<file path="src/hw/rtl/c2br_pkg.sv">
`timescale 1ns / 1ps

package c2br_pkg;

    // item opcodes
    typedef enum logic [1:0] {
        OP_WR_ACT  = 2'd0,
        OP_WR_WGT  = 2'd1,
        OP_WR_BIAS = 2'd2,
        OP_COMPUTE = 2'd3
    } t_action;

    // fixed field widths
    localparam int unsigned DATA_W = 16;
    localparam int unsigned BIAS_W = 32;
    localparam int unsigned PROD_W = 32;
    localparam int unsigned ACC_W  = 48;
    localparam int unsigned OUT_W  = 15;
    localparam int unsigned FRAC_SHIFT = 8;

    // control that travels with each tap through the mac pipeline
    typedef struct packed {
        logic valid;
        logic first;
        logic last;
    } t_mac_ctl;

endpackage

</file>
<file path="src/hw/rtl/c2br_mac.sv">
`timescale 1ns / 1ps

module c2br_mac
    import c2br_pkg::*;
(
    input  logic                       i_clk,
    input  logic                       i_rst_n,
    input  t_mac_ctl                   i_ctl,
    input  logic signed [DATA_W-1:0]   i_act,
    input  logic signed [DATA_W-1:0]   i_wgt,
    input  logic signed [BIAS_W-1:0]   i_bias,
    output logic                       o_res_valid,
    output logic        [OUT_W-1:0]    o_res_value
);

    t_mac_ctl                  r_p_ctl;
    logic signed [PROD_W-1:0]  r_prod;
    t_mac_ctl                  r_a_ctl;
    logic signed [ACC_W-1:0]   r_acc;
    logic signed [ACC_W-1:0]   n_acc;
    logic                      r_res_valid;
    logic        [OUT_W-1:0]   r_res_value;
    logic        [OUT_W-1:0]   n_res_value;
    logic [ACC_W-FRAC_SHIFT-2:0] sh_acc;

    // product stage
    always_ff @(posedge i_clk) begin
        if (!i_rst_n) begin
            r_p_ctl <= '0;
        end else begin
            r_p_ctl <= i_ctl;
        end
        r_prod <= PROD_W'(i_act) * PROD_W'(i_wgt);
    end

    // accumulate stage, bias loaded with the first tap, wraps at 48 bits
    always_comb begin
        if (r_p_ctl.first) begin
            n_acc = ACC_W'(i_bias) + ACC_W'(r_prod);
        end else begin
            n_acc = r_acc + ACC_W'(r_prod);
        end
    end

    always_ff @(posedge i_clk) begin
        if (!i_rst_n) begin
            r_a_ctl <= '0;
        end else begin
            r_a_ctl <= r_p_ctl;
        end
        if (r_p_ctl.valid) begin
            r_acc <= n_acc;
        end
    end

    // relu, drop fraction bits, saturate to 15 bits
    assign sh_acc = r_acc[ACC_W-2:FRAC_SHIFT];

    always_comb begin
        if (r_acc[ACC_W-1]) begin
            n_res_value = '0;
        end else if (|sh_acc[$bits(sh_acc)-1:OUT_W]) begin
            n_res_value = '1;
        end else begin
            n_res_value = sh_acc[OUT_W-1:0];
        end
    end

    always_ff @(posedge i_clk) begin
        if (!i_rst_n) begin
            r_res_valid <= 1'b0;
        end else begin
            r_res_valid <= r_a_ctl.valid & r_a_ctl.last;
        end
        r_res_value <= n_res_value;
    end

    assign o_res_valid = r_res_valid;
    assign o_res_value = r_res_value;

endmodule

</file>
<file path="config.mk">
export PLATFORM = sky130hd
export DESIGN_NAME = c2br_mac
export DESIGN_NICKNAME = d
export VERILOG_FILES = /design/src/hw/rtl/c2br_pkg.sv /design/src/hw/rtl/c2br_mac.sv
export SDC_FILE = /design/constraint.sdc
export NUM_CORES = 1
export LEC_CHECK = 0
export BUFFER_PORTS_ARGS = -buffer_cell sky130_fd_sc_hd__buf_2
export CAP_MARGIN = 20
export CORE_MARGIN = 2
export CORE_UTILIZATION = 45
export CTS_BUF_LIST = sky130_fd_sc_hd__clkbuf_4 sky130_fd_sc_hd__clkbuf_8
export DETAILED_ROUTE_END_ITERATION = 10
export PLACE_DENSITY = 0.63
export SKIP_CTS_REPAIR_TIMING = 1
export SLEW_MARGIN = 20
export SYNTH_ARGS = -nofsm -noshare
export SYNTH_HDL_FRONTEND = slang
export SYNTH_SLANG_ARGS = --single-unit
export TNS_END_PERCENT = 5
</file>
<file path="constraint.sdc">
create_clock -name i_clk -period 7.3 [get_ports i_clk]
set_clock_uncertainty 0.1 [all_clocks]
set_input_delay 0.73 -clock i_clk [delete_from_list [all_inputs] [get_ports i_clk]]
set_output_delay 0.73 -clock i_clk [all_outputs]
set_load 0.02 [all_outputs]
</file>
# Word-level counts from Yosys, hierarchy flattened
# Cells that the tools add are included.
dict set report word_totals {
  ff_bits 101
  latch_bits 0
  ramBits 0
  mem_bits_ro 0
  input_bits 69
  out_inout_bits 16
  wordCells 16
  memories 0
}
dict set report classes {
  add_sub_neg 2
  mul 1
  div 0
  n_lt_le_gt_ge 0
  n_eq_ne 0
  shift 0
  muxes 2
  n_bitwise 1
  reduce_logical 1
}
# operator count
set op_table {}
lappend op_table {{$add A48 B32 Y48} 1}
lappend op_table {{$mux W48} 1}
lappend op_table {{$add A32 B32 Y33} 1}
lappend op_table {{$mul A16 B16 Y32} 1}
lappend op_table {{$reduce_or A24 Y1} 1}
lappend op_table {{$mux W15} 1}
lappend op_table {{$and A1 B1 Y1} 1}

# Depth between registers and ports, before layout
dict set report depth {
  ltp_word 2
  ltp_mapped 25
  mapped_depth_nobuf 23
}

# Least setup slack after synthesis
# Ideal clock, no wire load.
dict set report synth_path {
  path_type {input-to-reg}
  start {in i_wgt[1]}
  end {reg r_prod[30]}
  setup_ns 0.127
  t_arrival_ns 6.168
  t_required_ns 7.073
  path_slack_ns 0.905
  path_stages 22
  path_buffers 1
  cell_sequence {clkbuf_1 and2_1 fa_1 inv_1 fa_1 inv_1 fa_1 inv_1 fa_1 fa_1 fa_1 inv_1 ha_1 a21oi_1 o21ai_0 a221oi_1 o32ai_1 o41ai_4 nor2_1 nor3_1 nor3_1 xor2_1}
}
dict set report synth_between {
  elab_chain_len 1
}
# element line_no
set synth_lines {}
lappend synth_lines {{from (decl)} c2br_mac.sv:10} ;# input logic signed [DATA_W-1:0] i_wgt,
lappend synth_lines {{$mul A16 B16 Y32} c2br_mac.sv:33} ;# r_prod <= PROD_W'(i_act) * PROD_W'(i_wgt);
lappend synth_lines {{to (signal assigned)} c2br_mac.sv:33}
lappend synth_lines {{to (decl)} c2br_mac.sv:17} ;# logic signed [PROD_W-1:0] r_prod;
# No other way between the ends.
# A chain may end at the register's enable or synchronous reset.

# Worst setup path after layout
# Ends and elaborated chain as after synthesis.

==> qor.yml <==
route:
  drt_first_iter_violations: 869
  vias: 13100
  first_pass_iters: 6
  post_drt_wl_per_cell_um: 16.7
  post-route-drc-count: 0
  route.final.wire_length_um: 41300
  ant_nets: 0
  drt-vias-per-instance: 5.31
cells_and_area:
  layout.filler_cells: 3646
  num_antenna_cells: 0
  nNetsFinal: 2447
  area_growth_pct: 6.37
  final_layout_size_suffix_gt1_share_pct: 7.56
  stdcell_area_um2: 18400
worst_setup_path:
  cp_num_buf_inv: 5
  crit_slowest_cell: "fa_1"
  crit_path_required_time_ns: 7.47
  cp_arrival_ns: 6.72
  worst-path-stages: 22
  max_fo_critical_path: 16
  cp_cell_sequence: "buf_2 -> and2_1 -> fa_1 -> inv_1 -> fa_1 -> inv_1 -> fa_1 -> inv_1 -> fa_1 -> fa_1 -> fa_1 -> inv_1 -> ha_1 -> a21oi_1 -> o21ai_0 -> a221oi_1 -> o32ai_1 -> o41ai_4 -> nor2_1 -> nor3_1 -> nor3_1 -> xor2_1"
  path_delay_family: "adder cells"
  startpoint: "i_wgt[1]"
  timing.critical_path.to_type: "flop"
  reg2reg_from: "r_prod[0]"
  critical_path.most_common_cell: "fa_1"
  worstSetupPathType: "input pin to flop"
  startpoint_type: "input pin"
  timing.reg2reg.worst_path_depth: 12
  slowest_delay_ns: 0.55
synthesis:
  synth_xor_area_share_pct: 4.87
  syn_area_um2: 17300
  synth_simple_gate_area_share_pct: 16.4
  netlist_top_cells_area: "fa_1 31%, ha_1 12%, edfxtp_1 8.4%"
  synth.largest_area_cell: "fa_1"
  dominantRegCellSynth: "dfxtp_1"
  synth.net_count: 2402
  synth_edf_count: 48
  yosysWarningCount: 0
  post_synth_mux_area_share_pct: 0.486
  adder_cell_share_of_the_synthesized_area_pct: 42.3
  synth.yosys.seq_area_share_pct: 14.5
  synth-async-reset-ratio_pct: 0
  ys_seq_elements: 101
  synth_area_per_cell_um2: 9.05
  synthDominantCellAreaShare_pct: 30.6
  synth_cell_types: 78
  synth_top_family_by_area: "adder cells"
  synth_compound_gate_area_share_pct: 13.2
  synth_cells: 1908
grt:
  vias_in_the_first_global_route: 13600
  maximum_number_of_pins_on_one_net_before_global_route_repair: 58
  wire_length_of_the_first_global_routing_pass_um: 67900
  antenna_found_initial: 0
  grt_util_all_layers_pct: 21.4
  grt_overflow_total: 0
clock_network:
  clkSlewWorstSetupHoldPaths_ns: 0.09
  cts_max_path_buffers: 2
  root_buffer_cell: "clkbuf_8"
  worst_skew_pair.late_latency_ns: 0.40
  clock_tree_from_tritoncts: "built"
  htreeDepth: 3
  numClockSinks: 101
  cts_made_buffers: 9
place:
  gpl.final_weighted_congestion: 0.917
  dpl.hpwl_um: 34200
  count_of_buffers_inserted_at_the_top_level_ports: 84
  dpl-instance-area_um2: 18100
min_path:
  worst_hold_startpoint: "r_p_ctl[0]"
  worstHoldPathType: "flop to flop"
  whs_path_depth: 1
timing:
  min_period_over_period_pct: 89.6
  report.final.slew_viol_count: 0
  timing.setup.tns_ns: 0
  post-route-min-period_ns: 6.54
  setup_viol: 0
  timing.max_slew.rel_slack_pct: 41.2
  worstMarginPinSlew_ns: 0.880
  rsz0062_at_grt: "no"
  max_freq_mhz: 153
  hold_viol_final: 0
die:
  fp.dieW_um: 200
  ioPinCount: 85
  design.die.area_um2: 39900
  die_height_um: 200
  rows: 71
  initial_utilization_pct: 45.7
  floorplan.core_area_um2: 37800
run_status:
  outcome: "complete, no violations"
flow_run:
  maxCapViolations: 0
[through the flow]
stage	cells	hold slack (ns)	setup slack (ns)	utilization [%]
detailed placement	2453	0.321	0.389	48.1
global placement	2453	0.316	0.494	48.1
floorplan	1908	0.312	0.905	-
finish	2469	0.340	0.758	48.6
CTS	2469	0.345	0.833	48.6
global route	2469	0.361	0.467	48.6
[state kept, by name, indices dropped and copies added (netlist names)]
name and flops:
o_res_valid 1, o_res_value 15, r_a_ctl 2, r_acc 48, r_p_ctl 3, r_prod 32
[final cells by class]
type / instances / area, um2 / area share, %
clock inverter: 6 / 78.8 / 0.429
clock buffer: 10 / 131 / 0.716
inverter: 317 / 1190 / 6.48
tap: 511 / 639 / 3.48
sequential: 101 / 2500 / 13.6
multi-input combinational: 1431 / 13300 / 72.6
timing repair buffer: 93 / 488 / 2.66
[per-layer routing]
metal  track usage [%]  vias up  share of wire (%)
met5                 0        -                  0
met4              7.35        0                2.9
met3              2.57       71                5.4
met2              34.6      396                 44
met1              29.9     6310                 47
li1                  -     6323                  -
[final timing paths]
check	to	slack, ns
worst max-delay path	r_prod[30]	0.76
worst min-delay path	r_a_ctl[0]	0.34
worst max register to register	r_acc[45]	3.59
worst min register to register	r_a_ctl[0]	0.34
[Yosys cell counts (all sizes together) (3+ instances only)]
library cell,count
inv,317
fa,264
nand2,177
ha,161
and2,141
a21oi,107
nor2,92
o21ai,73
a21o,62
xnor2,60
dfxtp,53
clkbuf,49
edfxtp,48
xor2,36
nor3,33
nand4,27
nand3,26
nand2b,19
o21bai,14
nor4,13
a31oi,11
or3,11
and3,10
buf,10
a211oi,9
o211ai,9
o21a,7
a21boi,6
mux2i,5
a2111oi,4
a31o,4
nor3b,4
a211o,3
a221oi,3
mux2,3
nor2b,3
o22ai,3
o41ai,3
[cell families (layout without fill, tap and decap cells)]
group,count (synthesis),in the layout
compound gates,339,339
fa+ha+maj,425,425
flops,101,101
simple gates,563,563
mux,8,8
buf+inv,376,426
xor+xnor,96,96
[placed cells by master (no fill, tap or decap), types with 9 or more instances in the layout]
cell type / netlist / routed
xor2_1: 36 / 36
nor3_1: 33 / 33
o21ai_1: 13 / 13
a21oi_1: 102 / 102
nor2_1: 90 / 90
buf_2: 6 / 84
clkbuf_8: 0 / 9
dfxtp_1: 53 / 51
and2_1: 141 / 141
and3_1: 10 / 10
nand2_1: 177 / 177
o21bai_1: 14 / 14
buf_4: 1 / 9
inv_1: 317 / 317
nor4_1: 10 / 10
ha_1: 161 / 161
edfxtp_1: 48 / 48
a31oi_1: 10 / 10
fa_1: 264 / 264
o21ai_0: 55 / 55
or3_1: 11 / 11
nand3_1: 26 / 26
nand2b_1: 19 / 19
nand4_1: 27 / 27
o211ai_1: 9 / 9
xnor2_1: 60 / 60
a21o_1: 62 / 62
Power is not shown: default switching activity piles up to over one toggle a cycle in this logic, so the estimate is an artifact.
